**config.mk**
```make
export PLATFORM = sky130hd
export DESIGN_NAME = keyboard_hotkey_filter_queue_unit
export DESIGN_NICKNAME = d
export VERILOG_FILES = /design/src/hdl/kbhf_pkg.sv /design/src/hdl/kbhf_queue.sv /design/src/hdl/kbhf_front.sv /design/src/hdl/kbhf_back.sv /design/src/hdl/keyboard_hotkey_filter_queue_unit.sv
export SDC_FILE = /design/constraint.sdc
export NUM_CORES = 2
export LEC_CHECK = 0
export ABC_CLOCK_PERIOD_IN_PS = 9500
export BUFFER_PORTS_ARGS = -buffer_cell sky130_fd_sc_hd__buf_2
export CORE_ASPECT_RATIO = 1.1
export CORE_MARGIN = 1.5
export CORE_UTILIZATION = 56
export CTS_CLUSTER_DIAMETER = 30
export DETAILED_ROUTE_END_ITERATION = 6
export PLACE_DENSITY = 0.76
export SYNTH_ARGS = -nofsm -noshare
export SYNTH_HDL_FRONTEND = slang
export SYNTH_SLANG_ARGS = --single-unit
```
**constraint.sdc**
```tcl
create_clock -name clk -period 9.5 [get_ports clk]
set_input_delay 1.9 -clock clk [delete_from_list [all_inputs] [get_ports clk]]
set_output_delay 1.9 -clock clk [all_outputs]
set_load 0.02 [all_outputs]
```
**src/hdl/kbhf_pkg.sv**
```systemverilog
package kbhf_pkg;

	// Fixed report layout: modifier byte plus six key slots
	localparam int REPORT_KEYS = 6;
	localparam int KEY_SLOTS   = 6;  // slots that take part in the hotkey test
	localparam int NUM_TARGETS = 4;

	localparam int MID_DEPTH = 4;
	localparam int OUT_DEPTH = 4;

	localparam logic [2:0] FUNC_REPORT  = 3'd0;
	localparam logic [2:0] FUNC_TICK    = 3'd1;
	localparam logic [2:0] FUNC_POP     = 3'd2;
	localparam logic [2:0] FUNC_MOUNT   = 3'd3;
	localparam logic [2:0] FUNC_UNMOUNT = 3'd4;

	localparam logic [7:0] REG_PULSE_TICKS = 8'd0;
	localparam logic [7:0] REG_FIRST_KEY   = 8'd1;
	localparam logic [7:0] REG_CTRL_MASK   = 8'd2;
	localparam logic [7:0] REG_ALT_MASK    = 8'd3;

	localparam logic [15:0] PULSE_TICKS_RST = 16'd150;
	localparam logic [7:0]  FIRST_KEY_RST   = 8'd30;
	localparam logic [7:0]  CTRL_MASK_RST   = 8'd17;
	localparam logic [7:0]  ALT_MASK_RST    = 8'd68;

	typedef struct packed {
		logic [7:0]                  modifier;
		logic [REPORT_KEYS-1:0][7:0] keys;
	} report_t;

	// Item after classification in the front
	typedef struct packed {
		logic [2:0] func;
		report_t    rep;
		logic       ctrl;
		logic       alt;
		logic [2:0] tgt;  // 0 none, else one-based target
	} cls_item_t;

	typedef struct packed {
		logic       valid;
		report_t    rep;
		logic [3:0] sel;
		logic       dropped;
	} res_t;

endpackage

```
**src/hdl/kbhf_queue.sv**
```systemverilog
module kbhf_queue #(
	parameter int WIDTH = 8,
	parameter int DEPTH = 4
) (
	input  logic                       clk,
	input  logic                       arst_n,
	input  logic                       push,
	input  logic [WIDTH-1:0]           wdata,
	output logic                       full,
	input  logic                       pop,
	output logic [WIDTH-1:0]           rdata,
	output logic                       empty,
	output logic [$clog2(DEPTH+1)-1:0] count
);

	localparam int AW = (DEPTH > 1) ? $clog2(DEPTH) : 1;
	localparam int CW = $clog2(DEPTH+1);

	logic [WIDTH-1:0] mem_q [DEPTH];
	logic [AW-1:0]    wr_q, rd_q;
	logic [CW-1:0]    cnt_q;
	logic             do_push, do_pop;

	function automatic logic [AW-1:0] wrap_inc(input logic [AW-1:0] p);
		wrap_inc = (p == AW'(DEPTH-1)) ? '0 : p + 1'b1;
	endfunction

	assign full    = (cnt_q == CW'(DEPTH));
	assign empty   = (cnt_q == '0);
	assign count   = cnt_q;
	assign rdata   = mem_q[rd_q];
	assign do_push = push & ~full;
	assign do_pop  = pop & ~empty;

	always_ff @(posedge clk or negedge arst_n) begin
		if (!arst_n) begin
			wr_q  <= '0;
			rd_q  <= '0;
			cnt_q <= '0;
		end else begin
			if (do_push) wr_q <= wrap_inc(wr_q);
			if (do_pop) rd_q <= wrap_inc(rd_q);
			if (do_push && !do_pop) cnt_q <= cnt_q + 1'b1;
			else if (do_pop && !do_push) cnt_q <= cnt_q - 1'b1;
		end
	end

	always_ff @(posedge clk) begin
		if (do_push) mem_q[wr_q] <= wdata;
	end

endmodule

```
**src/hdl/kbhf_front.sv**
```systemverilog
module kbhf_front (
	input  logic                  clk,
	input  logic                  arst_n,
	input  logic                  push,
	output logic                  full,
	input  logic [2:0]            func,
	input  kbhf_pkg::report_t     rep_in,
	input  logic [7:0]            first_target_key,
	input  logic [7:0]            ctrl_mask,
	input  logic [7:0]            alt_mask,
	input  logic                  take,
	output logic                  avail,
	output kbhf_pkg::cls_item_t   item
);

	kbhf_pkg::cls_item_t                    cls;
	logic [kbhf_pkg::NUM_TARGETS-1:0]       hit;
	logic [7:0]                             code;
	logic [$bits(kbhf_pkg::cls_item_t)-1:0] q_rdata;
	logic                                   q_empty;

	always_comb begin
		cls          = '0;
		cls.func     = func;
		cls.rep.modifier = rep_in.modifier;
		for (int i = 0; i < kbhf_pkg::KEY_SLOTS; i++) begin
			cls.rep.keys[i] = rep_in.keys[i];
		end
		cls.ctrl = |(rep_in.modifier & ctrl_mask);
		cls.alt  = |(rep_in.modifier & alt_mask);

		// target codes wrap modulo 256
		for (int t = 0; t < kbhf_pkg::NUM_TARGETS; t++) begin
			code   = first_target_key + 8'(t);
			hit[t] = 1'b0;
			for (int i = 0; i < kbhf_pkg::KEY_SLOTS; i++) begin
				if (rep_in.keys[i] == code) hit[t] = 1'b1;
			end
		end

		// lowest target number wins
		priority if (hit[0]) cls.tgt = 3'd1;
		else if (hit[1]) cls.tgt = 3'd2;
		else if (hit[2]) cls.tgt = 3'd3;
		else if (hit[3]) cls.tgt = 3'd4;
		else cls.tgt = 3'd0;
	end

	kbhf_queue #(
		.WIDTH ($bits(kbhf_pkg::cls_item_t)),
		.DEPTH (kbhf_pkg::MID_DEPTH)
	) u_mid_q (
		.clk    (clk),
		.arst_n (arst_n),
		.push   (push),
		.wdata  (cls),
		.full   (full),
		.pop    (take),
		.rdata  (q_rdata),
		.empty  (q_empty),
		.count  ()
	);

	assign avail = ~q_empty;
	assign item  = kbhf_pkg::cls_item_t'(q_rdata);

endmodule

```
**src/hdl/kbhf_back.sv**
```systemverilog
module kbhf_back #(
	parameter int FIFO_DEPTH = 32
) (
	input  logic                clk,
	input  logic                arst_n,
	input  logic                fire,
	input  kbhf_pkg::cls_item_t item,
	input  logic [15:0]         pulse_ticks,
	output logic                res_v,
	output kbhf_pkg::res_t      res
);

	localparam int PW = $clog2(FIFO_DEPTH);

	logic [$bits(kbhf_pkg::report_t)-1:0] mem [FIFO_DEPTH];
	logic [$bits(kbhf_pkg::report_t)-1:0] rdata_q;

	logic [PW-1:0] wr_q, rd_q, wr_d, rd_d, push_at, nxt;
	logic          held_q, held_d;
	logic [2:0]    pend_q, pend_d, act_q, act_d;
	logic [15:0]   cnt_q, cnt_d;

	logic              push_en, we, pop_ok, drop;
	kbhf_pkg::report_t push_data;
	logic [3:0]        sel;

	logic       v_s1, pop_ok_s1, drop_s1;
	logic [3:0] sel_s1;

	function automatic logic [PW-1:0] ring_next(input logic [PW-1:0] p);
		ring_next = (p == PW'(FIFO_DEPTH-1)) ? '0 : p + 1'b1;
	endfunction

	always_comb begin
		wr_d      = wr_q;
		rd_d      = rd_q;
		held_d    = held_q;
		pend_d    = pend_q;
		act_d     = act_q;
		cnt_d     = cnt_q;
		push_en   = 1'b0;
		push_at   = wr_q;
		push_data = '0;
		pop_ok    = 1'b0;
		if (fire) begin
			unique case (item.func)
				kbhf_pkg::FUNC_REPORT: begin
					push_en = 1'b1;
					if (!held_q && item.ctrl && item.alt && item.tgt != 3'd0) begin
						held_d = 1'b1;
						if (pend_q == 3'd0) pend_d = item.tgt;
					end else if (held_q) begin
						if (!item.ctrl && !item.alt && item.tgt == 3'd0) held_d = 1'b0;
					end else begin
						push_data = item.rep;
					end
				end
				kbhf_pkg::FUNC_TICK: begin
					if (act_q != 3'd0) begin
						if (cnt_q <= 16'd1) begin
							act_d = 3'd0;
							cnt_d = '0;
						end else begin
							cnt_d = cnt_q - 16'd1;
						end
					end else begin
						if (pend_q != 3'd0) begin
							act_d = pend_q;
							cnt_d = pulse_ticks;
						end
						pend_d = 3'd0;
					end
				end
				kbhf_pkg::FUNC_POP: begin
					if (rd_q != wr_q) begin
						pop_ok = 1'b1;
						rd_d   = ring_next(rd_q);
					end
				end
				kbhf_pkg::FUNC_MOUNT: begin
					rd_d    = '0;
					wr_d    = '0;
					push_at = '0;
					push_en = 1'b1;
				end
				kbhf_pkg::FUNC_UNMOUNT: begin
					rd_d = '0;
					wr_d = '0;
				end
				default: ;
			endcase
		end

		// one slot stays free: full when the next write slot is the read slot
		nxt  = ring_next(push_at);
		drop = push_en && (nxt == rd_d);
		we   = push_en && !drop;
		if (we) wr_d = nxt;

		unique case (act_d)
			3'd1:    sel = 4'b0001;
			3'd2:    sel = 4'b0010;
			3'd3:    sel = 4'b0100;
			3'd4:    sel = 4'b1000;
			default: sel = 4'b0000;
		endcase
	end

	always_ff @(posedge clk or negedge arst_n) begin
		if (!arst_n) begin
			wr_q   <= '0;
			rd_q   <= '0;
			held_q <= 1'b0;
			pend_q <= 3'd0;
			act_q  <= 3'd0;
			cnt_q  <= '0;
			v_s1   <= 1'b0;
		end else begin
			wr_q   <= wr_d;
			rd_q   <= rd_d;
			held_q <= held_d;
			pend_q <= pend_d;
			act_q  <= act_d;
			cnt_q  <= cnt_d;
			v_s1   <= fire;
		end
	end

	always_ff @(posedge clk) begin
		if (we) mem[push_at] <= push_data;
		// read slot is the pop address whenever a pop executes
		rdata_q   <= mem[rd_q];
		pop_ok_s1 <= pop_ok;
		drop_s1   <= drop;
		sel_s1    <= sel;
	end

	always_comb begin
		res_v       = v_s1;
		res.valid   = pop_ok_s1;
		res.rep     = pop_ok_s1 ? kbhf_pkg::report_t'(rdata_q) : '0;
		res.sel     = sel_s1;
		res.dropped = drop_s1;
	end

endmodule

```
**src/hdl/keyboard_hotkey_filter_queue_unit.sv**
```systemverilog
// Keyboard hotkey filter with report queue. Events (report, tick, pop, host mount,
// host unmount) go in through push/full and each gives exactly one result through
// empty/pop, in order. One event per clock is taken sustained while results are
// popped as fast and no queue is full; a result passes the classify queue, the
// execute stage, whose report store read is registered, and the result queue. A four-entry
// classify queue and a four-entry result queue let each side stall on its own.
// The report store is a FIFO_DEPTH-entry memory with one slot kept free. Configuration
// registers: 0 pulse_ticks, 1 first_target_key, 2 ctrl_mask, 3 alt_mask; writes
// to other indexes are ignored and cfg_ready is always high.
module keyboard_hotkey_filter_queue_unit #(
	parameter int FIFO_DEPTH = 32
) (
	input  logic        clk,
	input  logic        arst_n,
	input  logic        push,
	output logic        full,
	input  logic [2:0]  func,
	input  logic [7:0]  in_modifier,
	input  logic [7:0]  in_key_0,
	input  logic [7:0]  in_key_1,
	input  logic [7:0]  in_key_2,
	input  logic [7:0]  in_key_3,
	input  logic [7:0]  in_key_4,
	input  logic [7:0]  in_key_5,
	output logic        empty,
	input  logic        pop,
	output logic        out_valid,
	output logic [7:0]  out_modifier,
	output logic [7:0]  out_key_0,
	output logic [7:0]  out_key_1,
	output logic [7:0]  out_key_2,
	output logic [7:0]  out_key_3,
	output logic [7:0]  out_key_4,
	output logic [7:0]  out_key_5,
	output logic [3:0]  select_lines,
	output logic        dropped,
	input  logic        cfg_valid,
	output logic        cfg_ready,
	input  logic [7:0]  cfg_index,
	input  logic [15:0] cfg_data
);

	localparam int OCW = $clog2(kbhf_pkg::OUT_DEPTH + 1);

	logic [15:0] pulse_ticks_q;
	logic [7:0]  first_key_q, ctrl_mask_q, alt_mask_q;

	kbhf_pkg::report_t   rep_in;
	kbhf_pkg::cls_item_t item;
	kbhf_pkg::res_t      res, out_res;
	logic                avail, fire, res_v, out_full;
	logic [OCW-1:0]      out_count;
	logic [$bits(kbhf_pkg::res_t)-1:0] out_rdata;

	assign cfg_ready = 1'b1;

	always_ff @(posedge clk or negedge arst_n) begin
		if (!arst_n) begin
			pulse_ticks_q <= kbhf_pkg::PULSE_TICKS_RST;
			first_key_q   <= kbhf_pkg::FIRST_KEY_RST;
			ctrl_mask_q   <= kbhf_pkg::CTRL_MASK_RST;
			alt_mask_q    <= kbhf_pkg::ALT_MASK_RST;
		end else if (cfg_valid && cfg_ready) begin
			unique case (cfg_index)
				kbhf_pkg::REG_PULSE_TICKS: pulse_ticks_q <= cfg_data;
				kbhf_pkg::REG_FIRST_KEY:   first_key_q   <= cfg_data[7:0];
				kbhf_pkg::REG_CTRL_MASK:   ctrl_mask_q   <= cfg_data[7:0];
				kbhf_pkg::REG_ALT_MASK:    alt_mask_q    <= cfg_data[7:0];
				default: ;
			endcase
		end
	end

	always_comb begin
		rep_in.modifier = in_modifier;
		rep_in.keys[0]  = in_key_0;
		rep_in.keys[1]  = in_key_1;
		rep_in.keys[2]  = in_key_2;
		rep_in.keys[3]  = in_key_3;
		rep_in.keys[4]  = in_key_4;
		rep_in.keys[5]  = in_key_5;
	end

	kbhf_front u_front (
		.clk              (clk),
		.arst_n           (arst_n),
		.push             (push),
		.full             (full),
		.func             (func),
		.rep_in           (rep_in),
		.first_target_key (first_key_q),
		.ctrl_mask        (ctrl_mask_q),
		.alt_mask         (alt_mask_q),
		.take             (fire),
		.avail            (avail),
		.item             (item)
	);

	// execute only with a guaranteed slot for the result, counting the one in flight
	assign fire = avail && ((out_count + OCW'(res_v)) < OCW'(kbhf_pkg::OUT_DEPTH));

	kbhf_back #(
		.FIFO_DEPTH (FIFO_DEPTH)
	) u_back (
		.clk         (clk),
		.arst_n      (arst_n),
		.fire        (fire),
		.item        (item),
		.pulse_ticks (pulse_ticks_q),
		.res_v       (res_v),
		.res         (res)
	);

	kbhf_queue #(
		.WIDTH ($bits(kbhf_pkg::res_t)),
		.DEPTH (kbhf_pkg::OUT_DEPTH)
	) u_out_q (
		.clk    (clk),
		.arst_n (arst_n),
		.push   (res_v),
		.wdata  (res),
		.full   (out_full),
		.pop    (pop),
		.rdata  (out_rdata),
		.empty  (empty),
		.count  (out_count)
	);

	assign out_res      = kbhf_pkg::res_t'(out_rdata);
	assign out_valid    = out_res.valid;
	assign out_modifier = out_res.rep.modifier;
	assign out_key_0    = out_res.rep.keys[0];
	assign out_key_1    = out_res.rep.keys[1];
	assign out_key_2    = out_res.rep.keys[2];
	assign out_key_3    = out_res.rep.keys[3];
	assign out_key_4    = out_res.rep.keys[4];
	assign out_key_5    = out_res.rep.keys[5];
	assign select_lines = out_res.sel;
	assign dropped      = out_res.dropped;

	a_no_result_overflow: assert property (@(posedge clk) disable iff (!arst_n)
		res_v |-> !out_full)
		else $error("result transfer into a full result queue");

	a_select_onehot: assert property (@(posedge clk) disable iff (!arst_n)
		!empty |-> $onehot0(select_lines))
		else $error("more than one select line active");

	a_empty_pop_zero: assert property (@(posedge clk) disable iff (!arst_n)
		(!empty && !out_valid) |-> (out_modifier == 8'd0 && out_key_0 == 8'd0 &&
			out_key_1 == 8'd0 && out_key_2 == 8'd0 && out_key_3 == 8'd0 &&
			out_key_4 == 8'd0 && out_key_5 == 8'd0))
		else $error("report fields set without a popped report");

	a_fire_spaced: assert property (@(posedge clk) disable iff (!arst_n)
		fire |=> res_v)
		else $error("executed event gave no result");

endmodule

```
==> run_results.csv <==
group,metric,value,unit
synth,synth_flop_cell,"edfxtp_1",
drt,top_layer,"met5",
placed_design,io_buffers,151,
synth,yosysTopAreaCellShare,0.724,
hold_path,min_from,"u_back.sel_s1[2]",
synth,synth-simple-area-share,0.0242,
hold_path,whs_path_depth,0,
synth,synth_area_leaders,"edfxtp_1 72%, mux4_2 16%, dfrtp_1 2.0%, dfxtp_1 1.3%, mux2_2 1.2%",
global_route,grt_pass1_vias,50000,
setup_path,r2r_cells,16,
cts,clockRootBuffer,"clkbuf_16",
run_status,violations,"DRC, capacitance limit",
drt,routed_wl,241000,µm
sta,slew_viol_final,0,
die,num_io_pins,153,
power_and_ir_drop,ir_drop,0.281,mV
power_and_ir_drop,cellLeakagePower,36.2,nW
sta,skew,103,ps
drt,wl_met1,88400,µm
sta,finalCriticalPeriod,7100,ps
drt,firstDrtPassIters,7,
drt,viasPerCell,6.52,
cts,cts_buffers,424,
setup_path,cp_max_fo,41,
setup_path,r2r_setup_slack,2400,ps
drt,drtIter0Drc,6331,
synth,synthXorXnorAreaFrac,0.0155,
synth,syn_area_per_cell,22.4,µm²
die,initial_core_util,0.564,
global_route,grtUsageTotal,0.283,
drt,drt.antenna.violating_nets,0,
run_status,status,"finished with violations",
sta,slew_headroom,0.00153,
synth,ys_seq_area_frac,0.760,
global_route,antenna_found_initial,27,
setup_path,cp_num_buf_inv,3,
synth,synthArstFlopShare,0.0360,
synth,synth-edff-count,2296,
cts,cts_tree,"done",
synth,synth.largest_area_cell,"edfxtp_1",
cts,cts.reportedPaths.clkPinSlew,50,ps
setup_path,crit_chain,"mux4_1 > nand3b_1 > o21ai_1 > inv_1 > ha_1 > nand3_1 > nor2_1 > ha_1 > inv_1 > nand2_1 > xor2_1 > nor2_1 > o2111ai_2 > o2111ai_2 > nor2_4 > buf_4",
die,design.die.area,173000,µm²
sta,worst_pin_slew,1490,ps
hold_path,worst_hold_path_type,"reg -> reg",
die,die_w,396,µm
drt,dr_wl_met3,24200,µm
synth,yosysUniqueCellTypes,79,
cts,clk_latency,980,ps
hold_path,holdPathEnd,"u_out_q.mem_q[3][3]",
die,coreArea,169000,µm²
sta,rsz0062_at_grt,"false",
synth,synth-seq-cells,2446,
final_layout,area_growth,19.3,%
synth,synth_top_family_by_area,"multiplexers",
placed_design,gp_congestion,0.893,
cts,htree_num_levels,5,
drt,wl_per_cell,32.9,µm
sta,tns,0,ps
cts,clock_sinks,2446,
sta,max_freq,141,MHz
setup_path,cp.required,10080,ps
placed_design,hpwl,118000,µm
cts,ctsResizeCount,0,
setup_path,startpoint_type,"flip-flop",
setup_path,crit_type,"reg -> reg",
synth,synth_fp_nets,4369,
power_and_ir_drop,power.density,293,nW/µm²
setup_path,r2r_start,"u_front.u_mid_q.rd_q[0]",
die,fp.dieH,436,µm
cts,clockBufferDepth,4,
global_route,grt_overflow,0,
setup_path,slowest_stage,"dfrtp_4",
sta,hold_violations,0,
synth,ys_warn_count,0,
sta,final-setup-viol-count,0,
synth,synth_compound_area_frac,0.0119,
global_route,grt_pass1_wl,351000,µm
setup_path,cp_top_family,"simple AND/OR/NAND/NOR gates",
synth,syn_area,95300,µm²
synth,synth_adder_area_share,0.00370,
drt,dr_wl_met2,121000,µm
job,max-cap-violations,1,
synth,netlist_instances,4254,
cts,post_cts_buffers,0,
cts,cts_hold_buf,0,
drt,via_count,47800,
drt,drc,6,
synth,muxShareOfSynthArea,0.175,
die,rows,158,
setup_path,timing.rr.end,"u_back.mem[25][8]",
power_and_ir_drop,power.total,33.3,mW
final_layout,drive_gt1_frac,0.373,
setup_path,cp-end-kind,"flip-flop",
sta,fin_crit_sh,0.747,
final_layout,nNetsFinal,4843,
setup_path,crit_arrival,7680,ps
global_route,grt_max_degree,139,
setup_path,max_stage_delay,920,ps
sta,hold_slack,492,ps
==> state kept, by name, summed over array words and instances (netlist names) <==
signal                 cells
first_key_q                8
u_out_q.mem_q            248
u_back.res_v               1
u_back.wr_q                5
u_back.pop_ok_s1           1
u_back.act_q               3
u_out_q.rd_q               2
u_front.u_mid_q.mem_q    256
pulse_ticks_q             16
u_back.drop_s1             1
u_out_q.count              3
u_back.pend_q              3
ctrl_mask_q                8
u_out_q.wr_q               2
u_back.cnt_q              16
alt_mask_q                 8
u_back.rdata_q            56
u_back.rd_q                5
u_back.held_q              1
u_front.u_mid_q.rd_q       2
u_back.mem              1792
u_back.sel_s1              4
u_front.u_mid_q.count      3
u_front.u_mid_q.wr_q       2
==> per-layer routing <==
metal	up-vias	GRT usage
met3	480	0.0651
met1	25200	0.380
met2	3140	0.459
li1	19000	-
met4	12	0.0989
met5	-	0
==> cell type report <==
| cell class | instances | area (µm²) |
|---|---|---|
| inverters | 32 | 120 |
| multi-input cells | 1557 | 22300 |
| fillers | 9904 | 55200 |
| clock buffers | 468 | 11000 |
| well taps | 2240 | 2800 |
| diodes | 3 | 7.51 |
| clock inverters | 311 | 3320 |
| flip-flops and latches | 2446 | 72400 |
| repair buffers | 267 | 1690 |
==> metrics by stage <==
| step | std cells | setup WS (ps) | utilization | cell area (µm²) |
|---|---|---|---|---|
| after global placement | 6541 | 2570 | 0.588 | 99400 |
| final | 7324 | 2400 | 0.673 | 114000 |
| after CTS | 7320 | 2460 | 0.673 | 114000 |
| after detailed placement | 6541 | 2550 | 0.588 | 99400 |
| after floorplan | 4254 | 135 | - | 95300 |
| after global routing | 7321 | 2030 | 0.673 | 114000 |
==> kinds of logic (layout without fill, tap and decap cells) <==
| group | Yosys count | after routing |
|---|---|---|
| flip-flops | 2446 | 2446 |
| multiplexers | 791 | 791 |
| AND/OR/NAND/NOR | 410 | 410 |
| buffers and inverters | 251 | 1078 |
| XOR/XNOR | 167 | 167 |
| AO/OA/AOI/OAI | 161 | 161 |
| adder cells (fa/ha/maj) | 27 | 27 |
| other | 1 | 4 |
==> power by group <==
group	internal [mW]	switching, mW
sequential	12.5	0.413
combinational	2.19	3.01
clock	9.60	5.56
total	24.3	8.99
==> Yosys cell counts, types with 4 or more instances <==
cell,count
nand2b_1,10
nor4_2,5
xor2_1,75
o211ai_1,5
nor3b_1,6
ha_1,25
or2_2,4
dfstp_2,12
mux2_2,99
inv_1,32
a32oi_1,7
and2_1,69
a211oi_1,8
dfrtp_1,76
a21oi_1,23
o21ai_0,48
nor2b_1,64
clkbuf_1,164
xnor2_1,91
or3_1,4
a31oi_1,6
nand3_1,26
and3_1,7
edfxtp_1,2296
mux4_2,685
o2111ai_1,9
nand4_1,14
nor2_1,70
nor3_1,32
a22o_1,4
a22oi_1,15
a2111oi_0,4
nor4_1,23
buf_1,51
mux2i_1,5
nand3b_1,7
dfxtp_1,62
nand2_1,51
==> cell usage in the layout, fill, tap and decap left out, drive strengths merged, types with 15 or more instances in the layout <==
master / n
and2: 70
nor2: 71
nor4: 29
mux4: 686
dfrtp: 76
nand3: 26
clkinvlp: 55
buf: 267
a21oi: 23
ha: 25
inv: 118
a22oi: 15
nor3: 32
o21ai: 49
bufinv: 43
nor2b: 64
xnor2: 91
clkbuf: 468
mux2: 100
dfxtp: 62
nand2: 51
clkinv: 127
edfxtp: 2296
xor2: 76
==> worst max-delay path by stage <==
| stage | from | endpoint | cells past startpoint | slack, ps |
|---|---|---|---|---|
| finish | u_front.u_mid_q.rd_q[0] | u_back.mem[25][8] | 16 | 2400 |
| global route | u_front.u_mid_q.rd_q[0] | u_back.mem[25][8] | 16 | 2030 |
| CTS | u_front.u_mid_q.rd_q[0] | u_back.mem[25][8] | 16 | 2460 |
| detailed placement | u_front.u_mid_q.rd_q[0] | u_back.mem[25][13] | 16 | 2550 |
| global placement | u_front.u_mid_q.rd_q[0] | u_back.mem[9][3] | 16 | 2570 |
| floorplan | u_front.u_mid_q.rd_q[1] | u_back.mem[16][0] | 16 | 140 |
Power figures use the tool's default switching activity.
